<file path="config.mk">
export PLATFORM = sky130hd
export DESIGN_NAME = k_way_sorted_merge
export DESIGN_NICKNAME = d
export VERILOG_FILES = /design/src/hdl/kwm_pkg.sv /design/src/hdl/k_way_sorted_merge.sv /design/src/hdl/kwm_ram.sv /design/src/hdl/kwm_front.sv /design/src/hdl/kwm_back.sv
export SDC_FILE = /design/constraint.sdc
export NUM_CORES = 2
export LEC_CHECK = 0
export BUFFER_PORTS_ARGS = -buffer_cell sky130_fd_sc_hd__buf_4
export CAP_MARGIN = 20
export CORE_ASPECT_RATIO = 1.75
export CORE_MARGIN = 2
export CORE_UTILIZATION = 50
export DETAILED_ROUTE_END_ITERATION = 16
export PLACE_DENSITY = 0.77
export SYNTH_ARGS = -nofsm -noshare
export SYNTH_HDL_FRONTEND = slang
export SYNTH_SLANG_ARGS = --single-unit
</file>
<file path="constraint.sdc">
create_clock -name clk -period 10.7 [get_ports clk]
set_clock_uncertainty 0.05 [all_clocks]
set_input_delay 2.675 -clock clk [delete_from_list [all_inputs] [get_ports clk]]
set_output_delay 2.675 -clock clk [all_outputs]
set_load 0.1 [all_outputs]
</file>
<file path="src/hdl/kwm_pkg.sv">
// ----------------------------------------------------------------------------
// kwm_pkg
// Shared constants for the k-way sorted merge.
// ----------------------------------------------------------------------------
`default_nettype none
package kwm_pkg;
  localparam int LISTS_DEF      = 4;
  localparam int FIFO_DEPTH_DEF = 16;
  localparam int DATA_WIDTH_DEF = 32;
  localparam int MAX_RESULTS    = 64;
  localparam int IDX_W          = 2;
  localparam int KIND_W         = 3;
  localparam int CFG_W          = 3;
  localparam int CNT_W          = 7;

  localparam logic [KIND_W-1:0] KIND_MERGED = 3'd0;
  localparam logic [KIND_W-1:0] KIND_EMPTY  = 3'd1;
  localparam logic [KIND_W-1:0] KIND_ORDER  = 3'd2;
  localparam logic [KIND_W-1:0] KIND_FULL   = 3'd3;
  localparam logic [KIND_W-1:0] KIND_CLOSED = 3'd4;

  localparam logic FUNC_PUSH  = 1'b0;
  localparam logic FUNC_CLOSE = 1'b1;
endpackage
`default_nettype wire

</file>
<file path="src/hdl/k_way_sorted_merge.sv">
// ----------------------------------------------------------------------------
// k_way_sorted_merge
// Streaming merge of up to LISTS ascending signed sequences.
// ----------------------------------------------------------------------------
// Usage: requests (push a value or close a list) enter through push/full;
// results leave through empty/pop, oldest first, one per cycle at most.
// A two-entry request queue decouples the input from the merge engine, so
// requests are taken while a result waits.
// A refused request's result is registered as the engine takes it from the
// queue; a value that the request releases is registered later, in ST_PICK.
// A request passes through a take state (ST_IDLE) and a compare state
// (ST_PICK) per merged value; when the popped list still holds values its
// head is refetched from the value store (one read port) through a read
// state (ST_READ) and another compare state.
// Reset clears all lists, flags and queues; lists_in_use returns to the smaller of LISTS and 4.
// When the receiver stalls, the engine holds its result and the request
// queue fills and raises full.
// ----------------------------------------------------------------------------
`default_nettype none
module k_way_sorted_merge #(
  parameter int LISTS      = kwm_pkg::LISTS_DEF,
  parameter int FIFO_DEPTH = kwm_pkg::FIFO_DEPTH_DEF,
  parameter int DATA_WIDTH = kwm_pkg::DATA_WIDTH_DEF
) (
  input  wire logic                        clk,
  input  wire logic                        rst_n,
  input  wire logic                        cfg_we,
  input  wire logic [kwm_pkg::CFG_W-1:0]   cfg_lists_in_use,
  input  wire logic                        push,
  output logic                             full,
  input  wire logic                        in_func,
  input  wire logic [kwm_pkg::IDX_W-1:0]   in_list_index,
  input  wire logic [DATA_WIDTH-1:0]       in_value,
  output logic                             empty,
  input  wire logic                        pop,
  output logic [kwm_pkg::KIND_W-1:0]       out_kind,
  output logic [DATA_WIDTH-1:0]            out_merged_value,
  output logic [kwm_pkg::IDX_W-1:0]        out_source_list,
  output logic                             out_round_done,
  output logic                             out_last
);
  import kwm_pkg::*;
  logic                  q_valid, q_take, q_func;
  logic [IDX_W-1:0]      q_idx;
  logic [DATA_WIDTH-1:0] q_value;

  kwm_front #(.DATA_WIDTH(DATA_WIDTH)) u_front (
    .clk, .rst_n, .push, .full, .in_func, .in_list_index, .in_value,
    .q_valid, .q_take, .q_func, .q_idx, .q_value
  );

  kwm_back #(.LISTS(LISTS), .FIFO_DEPTH(FIFO_DEPTH), .DATA_WIDTH(DATA_WIDTH)) u_back (
    .clk, .rst_n, .cfg_we, .cfg_data(cfg_lists_in_use),
    .q_valid, .q_take, .q_func, .q_idx, .q_value,
    .empty, .pop, .out_kind, .out_merged_value, .out_source_list,
    .out_round_done, .out_last
  );
endmodule
`default_nettype wire

</file>
<file path="src/hdl/kwm_ram.sv">
// ----------------------------------------------------------------------------
// kwm_ram
// Generic single-write, single-read RAM with registered read data.
// ----------------------------------------------------------------------------
`default_nettype none
module kwm_ram #(
  parameter int WIDTH = 32,
  parameter int DEPTH = 64
) (
  input  wire logic                     clk,
  input  wire logic                     wr_en,
  input  wire logic [$clog2(DEPTH)-1:0] wr_addr,
  input  wire logic [WIDTH-1:0]         wr_data,
  input  wire logic [$clog2(DEPTH)-1:0] rd_addr,
  output logic      [WIDTH-1:0]         rd_data
);
  logic [WIDTH-1:0] mem [DEPTH];

  always_ff @(posedge clk) begin
    if (wr_en) mem[wr_addr] <= wr_data;
    rd_data <= mem[rd_addr];
  end
endmodule
`default_nettype wire

</file>
<file path="src/hdl/kwm_front.sv">
// ----------------------------------------------------------------------------
// kwm_front
// Request queue between the input port and the merge engine.
// ----------------------------------------------------------------------------
`default_nettype none
module kwm_front #(
  parameter int DATA_WIDTH = 32
) (
  input  wire logic                    clk,
  input  wire logic                    rst_n,
  input  wire logic                    push,
  output logic                         full,
  input  wire logic                    in_func,
  input  wire logic [kwm_pkg::IDX_W-1:0] in_list_index,
  input  wire logic [DATA_WIDTH-1:0]   in_value,
  output logic                         q_valid,
  input  wire logic                    q_take,
  output logic                         q_func,
  output logic [kwm_pkg::IDX_W-1:0]    q_idx,
  output logic [DATA_WIDTH-1:0]        q_value
);
  import kwm_pkg::*;
  localparam int W = 1 + IDX_W + DATA_WIDTH;

  logic [W-1:0] buf_r [2];
  logic         rp_r, wp_r;
  logic [1:0]   cnt_r;
  logic         wr, rd;

  assign full    = cnt_r[1];
  assign q_valid = cnt_r != 2'd0;
  assign wr      = push && !full;
  assign rd      = q_take && q_valid;
  assign {q_func, q_idx, q_value} = buf_r[rp_r];

  always_ff @(posedge clk) begin
    if (wr) buf_r[wp_r] <= {in_func, in_list_index, in_value};
    if (!rst_n) begin
      rp_r <= 1'b0; wp_r <= 1'b0; cnt_r <= 2'd0;
    end else begin
      if (wr) wp_r <= ~wp_r;
      if (rd) rp_r <= ~rp_r;
      cnt_r <= cnt_r + {1'b0, wr} - {1'b0, rd};
    end
  end
endmodule
`default_nettype wire

</file>
<file path="src/hdl/kwm_back.sv">
// ----------------------------------------------------------------------------
// kwm_back
// Merge engine: list FIFOs, admission checks, head compare and result stage.
// ----------------------------------------------------------------------------
`default_nettype none
module kwm_back #(
  parameter int LISTS      = 4,
  parameter int FIFO_DEPTH = 16,
  parameter int DATA_WIDTH = 32
) (
  input  wire logic                      clk,
  input  wire logic                      rst_n,
  input  wire logic                      cfg_we,
  input  wire logic [kwm_pkg::CFG_W-1:0] cfg_data,
  input  wire logic                      q_valid,
  output logic                           q_take,
  input  wire logic                      q_func,
  input  wire logic [kwm_pkg::IDX_W-1:0] q_idx,
  input  wire logic [DATA_WIDTH-1:0]     q_value,
  output logic                           empty,
  input  wire logic                      pop,
  output logic [kwm_pkg::KIND_W-1:0]     out_kind,
  output logic [DATA_WIDTH-1:0]          out_merged_value,
  output logic [kwm_pkg::IDX_W-1:0]      out_source_list,
  output logic                           out_round_done,
  output logic                           out_last
);
  import kwm_pkg::*;
  localparam int PW = (FIFO_DEPTH > 1) ? $clog2(FIFO_DEPTH) : 1;
  localparam int FW = $clog2(FIFO_DEPTH + 1);
  localparam int LW = $clog2(LISTS);
  localparam int AW = $clog2(LISTS * FIFO_DEPTH);
  localparam int UW = $clog2(LISTS + 1);

  localparam logic [1:0] ST_IDLE = 2'd0;
  localparam logic [1:0] ST_READ = 2'd1;
  localparam logic [1:0] ST_PICK = 2'd2;

  logic [1:0]            st_r;
  logic [UW-1:0]         use_r;
  logic [PW-1:0]         rdp_r [LISTS];
  logic [PW-1:0]         wrp_r [LISTS];
  logic [FW-1:0]         fill_r [LISTS];
  logic [DATA_WIDTH-1:0] prev_r [LISTS];
  logic [DATA_WIDTH-1:0] head_r [LISTS];
  logic [LISTS-1:0]      hvalid_r;
  logic [LISTS-1:0]      closed_r, pushed_r;
  logic [LW-1:0]         rdl_r;
  logic [CNT_W-1:0]      n_r;
  logic                  drained_r;
  logic [IDX_W-1:0]      idx_r;

  // output register
  logic                  ov_r;
  logic [KIND_W-1:0]     okind_r;
  logic [DATA_WIDTH-1:0] oval_r;
  logic [IDX_W-1:0]      osrc_r;
  logic                  odone_r, olast_r;

  assign empty            = !ov_r;
  assign out_kind         = okind_r;
  assign out_merged_value = oval_r;
  assign out_source_list  = osrc_r;
  assign out_round_done   = odone_r;
  assign out_last         = olast_r;
  wire   oroom = !ov_r || pop;

  // RAM
  logic                  ram_we;
  logic [AW-1:0]         ram_wa, ram_ra;
  logic [DATA_WIDTH-1:0] ram_rd;
  kwm_ram #(.WIDTH(DATA_WIDTH), .DEPTH(LISTS * FIFO_DEPTH)) u_ram (
    .clk, .wr_en(ram_we), .wr_addr(ram_wa), .wr_data(q_value),
    .rd_addr(ram_ra), .rd_data(ram_rd)
  );

  // request decode
  logic [LISTS-1:0] inuse;
  always_comb begin
    for (int i = 0; i < LISTS; i++) inuse[i] = UW'(i) < use_r;
  end
  wire [LW-1:0] qi     = LW'(q_idx);
  wire          qrange = {{(32-IDX_W){1'b0}}, q_idx} < LISTS;
  wire          bad    = !qrange || !inuse[qi] || closed_r[qi];
  wire          ooo    = pushed_r[qi] && ($signed(q_value) < $signed(prev_r[qi]));
  wire          isfull = fill_r[qi] >= FW'(FIFO_DEPTH);

  // head selection among lists in use
  logic          blocked, any, ended;
  logic [LW-1:0] best;
  always_comb begin
    blocked = 1'b0; any = 1'b0; best = '0; ended = 1'b1;
    for (int i = 0; i < LISTS; i++) begin
      if (inuse[i]) begin
        if (fill_r[i] == '0) begin
          if (!closed_r[i]) blocked = 1'b1;
        end else if (!any || $signed(head_r[i]) <= $signed(head_r[best])) begin
          best = LW'(i); any = 1'b1;
        end
        if (fill_r[i] != '0 || !closed_r[i]) ended = 1'b0;
      end
    end
  end
  wire emit    = !blocked && any && (n_r < CNT_W'(MAX_RESULTS));
  // after one more pop, does the round end?
  logic ended_after;
  always_comb begin
    ended_after = 1'b1;
    for (int i = 0; i < LISTS; i++)
      if (inuse[i] && ((fill_r[i] != '0 && !(LW'(i) == best && fill_r[i] == FW'(1)))
                       || !closed_r[i]))
        ended_after = 1'b0;
  end
  // another emit possible after this one (heads of other lists unchanged)
  wire next_emit = !ended_after && (n_r + 1'b1 < CNT_W'(MAX_RESULTS)) &&
                   !(fill_r[best] == FW'(1) && !closed_r[best]);

  assign q_take = (st_r == ST_IDLE) && q_valid && oroom;

  always_comb begin
    ram_we = 1'b0;
    ram_wa = AW'(qi) * AW'(FIFO_DEPTH) + AW'(wrp_r[qi]);
    // next entry of the list being popped, so its data lands in ST_READ
    ram_ra = AW'(best) * AW'(FIFO_DEPTH) +
             AW'((rdp_r[best] == PW'(FIFO_DEPTH - 1)) ? PW'(0) : rdp_r[best] + 1'b1);
    if (q_take && q_func == FUNC_PUSH && !bad && !ooo && !isfull) ram_we = 1'b1;
  end

  always_ff @(posedge clk) begin
    if (!rst_n) begin
      st_r <= ST_IDLE; use_r <= UW'(LISTS < 4 ? LISTS : 4);
      closed_r <= '0; pushed_r <= '0; hvalid_r <= '0; ov_r <= 1'b0;
      n_r <= '0; drained_r <= 1'b0; rdl_r <= '0;
      for (int i = 0; i < LISTS; i++) begin
        rdp_r[i] <= '0; wrp_r[i] <= '0; fill_r[i] <= '0; prev_r[i] <= '0;
      end
    end else begin
      if (cfg_we) begin
        if (cfg_data == '0) use_r <= UW'(1);
        else if ({{(32-CFG_W){1'b0}}, cfg_data} > LISTS) use_r <= UW'(LISTS);
        else use_r <= UW'(cfg_data);
      end
      if (pop && ov_r) ov_r <= 1'b0;
      unique case (st_r)
        ST_IDLE: begin
          if (q_take) begin
            idx_r <= q_idx; n_r <= '0; drained_r <= 1'b0;
            okind_r <= KIND_CLOSED; osrc_r <= q_idx; odone_r <= 1'b0; olast_r <= 1'b1;
            oval_r <= (q_func == FUNC_PUSH) ? q_value : '0;
            if (bad || (q_func == FUNC_PUSH && (ooo || isfull))) begin
              ov_r <= 1'b1;
              if (!bad) okind_r <= ooo ? KIND_ORDER : KIND_FULL;
            end else begin
              if (q_func == FUNC_PUSH) begin
                wrp_r[qi]  <= (wrp_r[qi] == PW'(FIFO_DEPTH - 1)) ? '0 : wrp_r[qi] + 1'b1;
                fill_r[qi] <= fill_r[qi] + 1'b1;
                prev_r[qi] <= q_value; pushed_r[qi] <= 1'b1;
                if (!hvalid_r[qi] && fill_r[qi] == '0) begin
                  head_r[qi] <= q_value; hvalid_r[qi] <= 1'b1;
                end
              end else closed_r[qi] <= 1'b1;
              st_r <= ST_PICK;
            end
          end
        end
        ST_READ: begin
          // RAM data valid this cycle for list rdl_r
          head_r[rdl_r] <= ram_rd; hvalid_r[rdl_r] <= 1'b1;
          st_r <= ST_PICK;
        end
        default: begin // ST_PICK
          if (oroom) begin
            if (emit) begin
              ov_r <= 1'b1; okind_r <= KIND_MERGED; oval_r <= head_r[best];
              osrc_r <= IDX_W'(best); odone_r <= ended_after;
              olast_r <= !next_emit;
              n_r <= n_r + 1'b1; drained_r <= 1'b1;
              rdp_r[best]  <= (rdp_r[best] == PW'(FIFO_DEPTH - 1)) ? '0 : rdp_r[best] + 1'b1;
              fill_r[best] <= fill_r[best] - 1'b1;
              hvalid_r[best] <= 1'b0;
              if (ended_after) begin
                closed_r <= '0; pushed_r <= '0; hvalid_r <= '0; st_r <= ST_IDLE;
                for (int i = 0; i < LISTS; i++) begin
                  rdp_r[i] <= '0; wrp_r[i] <= '0; fill_r[i] <= '0; prev_r[i] <= '0;
                end
              end else if (!next_emit) st_r <= ST_IDLE;
              else if (fill_r[best] > FW'(1)) begin
                rdl_r <= best; st_r <= ST_READ;
              end
            end else begin
              if (ended) begin
                if (!drained_r) begin
                  ov_r <= 1'b1; okind_r <= KIND_EMPTY; oval_r <= '0; osrc_r <= idx_r;
                  odone_r <= 1'b1; olast_r <= 1'b1;
                end
                closed_r <= '0; pushed_r <= '0; hvalid_r <= '0;
                for (int i = 0; i < LISTS; i++) begin
                  rdp_r[i] <= '0; wrp_r[i] <= '0; fill_r[i] <= '0; prev_r[i] <= '0;
                end
              end
              st_r <= ST_IDLE;
            end
          end
        end
      endcase
      // a head left stale by a pop needs refetch before the next request
      if (st_r == ST_PICK && oroom && emit && !ended_after && !next_emit &&
          fill_r[best] > FW'(1)) begin
        rdl_r <= best; st_r <= ST_READ;
      end
      if (st_r == ST_READ && n_r == '0 && drained_r) st_r <= ST_IDLE;
    end
  end
endmodule
`default_nettype wire

</file>
[Word-level counts from Yosys, hierarchy flattened]
Memory sizes are Yosys's and may differ from the RTL's. A register that Yosys moved wholly into a read port is not among the register bits.
Cells that the tools add are included.
Operators by class
  add/sub/neg operators: 10
  order comparisons: 19
  equality and inequality tests: 33
  mux-type cells: 239
  bitwise operators: 67
  reductions and logical operators: 119
Operators with widths (count)
  two-way mux 32 bit: 16
  two-way mux 4 bit: 37
  two-way mux 1 bit: 110
  less-or-equal comparator 32 bit: 3
  two-way mux 2 bit: 33
  one-hot mux 32 bit (2 select lines): 1
  OR reduction 32 bit: 2
  two-way mux 5 bit: 10
  logical AND 1 bit: 39
  < comparator 32 bit: 1
  bitwise OR 1 bit: 32
  two-way mux 3 bit: 9
  == test 5 x 1 -> 1 bit (second input constant): 5
  zero test 5 bit: 5
  one-hot mux 4 bit (2 select lines): 3
  zero test 1 bit: 23
  two-way mux 7 bit: 3
  nonzero test 5 bit: 4
  == test 2 bit (second input constant): 9
  AND reduction 6 bit: 3
  AND 1 bit: 16
  bitwise OR 4 bit: 4
  logical OR 1 bit: 15
  < comparator 7 bit (second input constant): 2
  49 further kinds: 102
Storage, ports and cells
  bits in registers: 73
  memory bits (writable): 2426
  bits of input ports: 43
  word-level logic and storage cells: 513
  memories: 7
Memories
  u_back.u_ram.mem: depth 64, bits a word 32, rd ports 1, clocked after memory_dff 1, write ports 1, RTL line kwm_ram.sv:17  | logic [WIDTH-1:0] mem [DEPTH];
  u_back.head_r: depth 4, bits a word 32, rd ports 7, clocked after memory_dff 0, write ports 1, RTL line kwm_back.sv:45  | logic [DATA_WIDTH-1:0] head_r [LISTS];
  u_back.prev_r: depth 4, bits a word 32, rd ports 1, clocked after memory_dff 0, write ports 4, RTL line kwm_back.sv:44  | logic [DATA_WIDTH-1:0] prev_r [LISTS];
  u_front.buf_r: depth 2, bits a word 35, rd ports 1, clocked after memory_dff 1, write ports 1, RTL line kwm_front.sv:25  | logic [W-1:0] buf_r [2];
  u_back.fill_r: depth 4, bits a word 5, rd ports 6, clocked after memory_dff 0, write ports 4, RTL line kwm_back.sv:43  | logic [FW-1:0] fill_r [LISTS];
  u_back.rdp_r: depth 4, bits a word 4, rd ports 1, clocked after memory_dff 0, write ports 4, RTL line kwm_back.sv:41  | logic [PW-1:0] rdp_r [LISTS];
  1 more memories

[Longest topological paths before layout]
An unclocked memory read counts as a cell.
  word-level depth: 45
  gate-level depth with buffers: 53
  gate-level depth less buffers: 40

[Cells and area by module]
From an unflattened synthesis, not the netlist that was laid out.
Second synthesis, totals
  cell total of the unflattened synthesis: 5386
  area, all modules: 101910.2 sq um
Modules (own cells, without submodules)
  kwm_ram: instances 1, cells each 3511, area an instance 79039.6 sq um, seq. area each 62139.6 sq um
  kwm_back: instances 1, cells each 1739, area an instance 20093.0 sq um, seq. area each 11040.6 sq um
  kwm_front: instances 1, cells each 136, area an instance 2777.7 sq um, seq. area each 2202.1 sq um

[Least setup slack after synthesis]
OpenSTA, ideal clock, no wires.
  path kind: reg-to-reg
  start point: memory u_back.head_r[1][10]
  end point: register u_back.u_ram.rd_data[11] (read register of u_back.u_ram.mem)
  library setup time: 134 ps
  data arrival time: 10050 ps
  required time: 10516 ps
  path slack: 467 ps
  stages on the path, launching flop included: 47
  path buffers: 13
  cell sequence: edfxtp_1 > ha_1 > and4_1 > nor4b_1 > a31oi_1 > and2_1 > a211oi_2 > and3_1 > buf_2 > buf_1 > buf_1 > a21oi_1 > ha_1 > buf_2 > nand4_1 > or4_1 > o31ai_1 > a31oi_1 > (+11 left out) > buf_4 > a31o_2 > o21ai_0 > o21ai_1 > buf_2 > inv_1 > ha_1 > o221ai_1 > o2bb2ai_4 > and2_4 > buf_6 > buf_6 > buf_6 > buf_2 > mux2i_1 > o22ai_1 > a2111oi_0 > o2111ai_1
RTL lines
  start, declared: RTL line kwm_back.sv:45
  end, declared: RTL line kwm_ram.sv:15  | output logic [WIDTH-1:0] rd_data

==> impl_metrics.tcl <==
set metrics [dict create \
    grt_overflow 0 \
    power.total_mw 34.5 \
    core_mm2 0.203 \
    syn-cell-area_mm2 0.102 \
    syn_nets 7115 \
    grt_pass1_wl_um 480000 \
    slowest_delay_ps 560 \
    dr.max_layer_used "met5" \
    outcome "finished clean" \
    synthSimpleGateAreaFrac_pct 9.65 \
    hold_class "reg2reg" \
    hold_buffers 0 \
    maxSlewViolCount 0 \
    design_area_mm2 0.119 \
    wl_met3_um 37000 \
    synth_ff_type "edfxtp_1" \
    htree_num_levels 4 \
    clk_latency_ps 890 \
    cts_root_buf "clkbuf_16" \
    nNetsFinal 7746 \
    synth_xor_area_share_pct 0.112 \
    fin_crit_ps 10430 \
    grt_usage_pct 32.5 \
    finalHoldViolCount 0 \
    wl_met2_um 163000 \
    critical_path_class "reg2reg" \
    ant_nets 0 \
    die_area_mm2 0.208 \
    clk_pin_slew_ps 70 \
    initial_core_util_pct 50.3 \
    drv_cap 0 \
    min_period_over_period_pct 97.5 \
    synthTopCellsByArea "edfxtp_1 (72%), nand2_1 (4.8%), mux2i_1 (3.7%)" \
    grt_pass1_vias 67717 \
    ys_warn_count 0 \
    synth.mux.area_fraction_pct 5.87 \
    synth_top_family_by_area "simple AND/OR/NAND/NOR gates" \
    fillers 14598 \
    first_pass_iters 12 \
    place_inst 9986 \
    async_reset_ff_share_pct 0 \
    wl_per_cell_um 33.2 \
    synth_area_leader_cell "edfxtp_1" \
    yosys.area.top_type_share_pct 72.5 \
    gp_congestion 1.00 \
    ys_seq_area_share_pct 73.8 \
    p_leak_nw 42.0 \
    ir_worst_vdd_mv 0.219 \
    power.density_mw_per_mm2 290 \
    maxSlewHeadroom_pct 14.5 \
    wl_um 345000 \
    avgSynthCellArea_um2 14.7 \
    critPathRequiredTime_ps 11440 \
    vias 68443 \
    numCtsBuffers 210 \
    rows 219 \
    ys_ff_latch 2532 \
    routed_via_density 6.58 \
    antenna_found_initial 19 \
    rsz0062_at_grt "false" \
    synth.distinct_cells 84 \
    worstMarginPinSlew_ps 1270 \
    crit_path_end_kind "flop" \
    die_w_um 345 \
    drcViolationCount 0 \
    dp_hpwl_um 218000 \
    multi_input_area_mm2 0.0252 \
    ys_top_cells_by_count "edfxtp_1 (2463), nand2_1 (1306), nor2_1 (402), mux2i_1 (374), a32oi_1 (281)" \
    cts_num_sinks 2532 \
    path_max_fanout 48 \
    syn_inst 6935 \
    placed_cell_area_mm2 0.112 \
    ios 84 \
    register_area_mm2 0.0753 \
    cts_max_path_buffers 4 \
    setup_viol 0 \
    synth_edf_count 2463 \
    cp-start-kind "flop" \
    timing.fmax_ghz 0.0959 \
    arrival_ps 11170 \
    yosysMostFrequentCell "edfxtp_1" \
    slowest_stage "or4_4" \
    portBuffers 83 \
    grt_max_degree 68 \
    layoutNonFillerInstCount 10404 \
    syn_to_final_growth_pct 16.6 \
    synth_fa_ha_area_share_pct 1.68 \
    synth-compound-area-share_pct 6.55 \
    wirelength_met1_um 101000 \
    cts_tree "done" \
    layout-drive-gt1-share_pct 18.2 \
    drt_iter0_drc 9881 \
    fp.dieH_um 602 \
]
-- through the flow --
stage	TNS (ps)	hold WS [ps]	utilization, %	setup WS, ps
6_report	0	397	58.6	270
5_1_grt	0	428	58.6	13.2
4_1_cts	0	398	58.4	2.30
3_5_place_dp	-8130	387	54.9	-1140
3_3_place_gp	-10280	376	54.9	-1270
2_1_floorplan	0	368	-	467
-- critical path, delay by kind of cell (launching register included) --
family                   cells  cell delay, ps
AO/OA/AOI/OAI               18            3730
adder cells (fa/ha/maj)      4             930
buffers and inverters       10            1950
flip-flops                   1             400
AND/OR/NAND/NOR             14            3180
-- metal layers --
layer,track usage [%],vias up
met1,33.8,33753
met4,34.5,2
met2,52.8,5324
met5,0,-
met3,6.84,1559
li1,-,27805
-- cell families (layout without fill, tap and decap cells) --
kind of cell,Yosys count,in the layout
xor+xnor,13,13
buf+inv,523,1322
flops,2532,2532
mux,475,475
fa+ha+maj,137,137
simple gates,2305,2305
compound gates,950,950
other cells,0,18
-- sequential cells by signal, summed over array words and instances (netlist names), 2 cells and up, named ones only --
register / flops
u_back.st_r: 2
u_back.hvalid_r: 4
u_front.cnt_r: 2
u_back.wrp_r: 16
u_back.n_r: 7
u_back.rdp_r: 16
u_back.pushed_r: 4
u_back.idx_r: 2
u_back.closed_r: 4
u_back.out_source_list: 2
u_back.out_merged_value: 32
u_front.buf_r: 70
u_back.fill_r: 20
u_back.prev_r: 128
u_back.u_ram.mem: 2048
u_back.head_r: 128
u_back.out_kind: 3
u_back.u_ram.rd_data: 32
u_back.rdl_r: 2
u_back.use_r: 3
-- timing repair --
| item | 4_1_cts | 5_1_grt |
|---|---|---|
| pin swaps | 14 | 12 |
| gates resized for setup | 33 | 14 |
| setup buffers | 12 | 5 |
| cloned | 0 | 3 |
| endpoints found under the setup margin | 32 | 26 |
-- cell type report --
cell class	count	area share (%)
repair buffers	820	6.50
multi-input cells	3880	21.2
flip-flops and latches	2532	63.3
clock buffers	245	4.61
well taps	2652	2.79
inverters	122	0.385
clock inverters	135	1.19
diodes	18	0.0379
-- cells in the final DEF (no fill, tap or decap), drive strengths merged, types with 8 or more instances in the layout --
| cell | instances |
|---|---|
| a22oi | 21 |
| mux2i | 374 |
| nand3 | 269 |
| a221oi | 8 |
| a32oi | 281 |
| clkinv | 96 |
| inv | 123 |
| nor2 | 402 |
| nand4 | 133 |
| and3 | 60 |
| clkinvlp | 10 |
| or4 | 9 |
| dfxtp | 69 |
| nor4 | 18 |
| o21a | 9 |
| mux4 | 98 |
| buf | 817 |
| ha | 137 |
| nor2b | 20 |
| nor3 | 21 |
| and2 | 18 |
| a31oi | 107 |
| nand2 | 1306 |
| or3 | 13 |
| xnor2 | 11 |
| o21ai | 89 |
| o2111ai | 12 |
| clkbuf | 248 |
| diode | 18 |
| edfxtp | 2463 |
| bufinv | 28 |
| o221ai | 13 |
| o22ai | 79 |
| a211oi | 12 |
| a21oi | 219 |
| a21o | 21 |
| o211ai | 11 |
-- where the power goes --
part | switching [mW] | leakage [nW] | internal [mW] | total (mW)
combinational | 9.59 | 15.6 | 4.97 | 14.6
clock | 3.56 | 3.38 | 4.35 | 7.90
sequential | 0.214 | 23.0 | 11.9 | 12.1
total | 13.4 | 42.0 | 21.2 | 34.5
-- path summary, 6_finish.rpt --
| check | from | to | slack [ps] | cells past startpoint |
|---|---|---|---|---|
| hold / removal | u_back.pushed_r[2] | u_back.pushed_r[2] | 400 | 2 |
| hold reg to reg | u_back.pushed_r[2] | u_back.pushed_r[2] | 400 | 2 |
| setup reg to reg | u_back.head_r[0][6] | u_back.u_ram.rd_data[5] | 270 | 46 |
| setup / recovery | u_back.head_r[0][6] | u_back.u_ram.rd_data[5] | 270 | 46 |
Power figures use the tool's default switching activity.
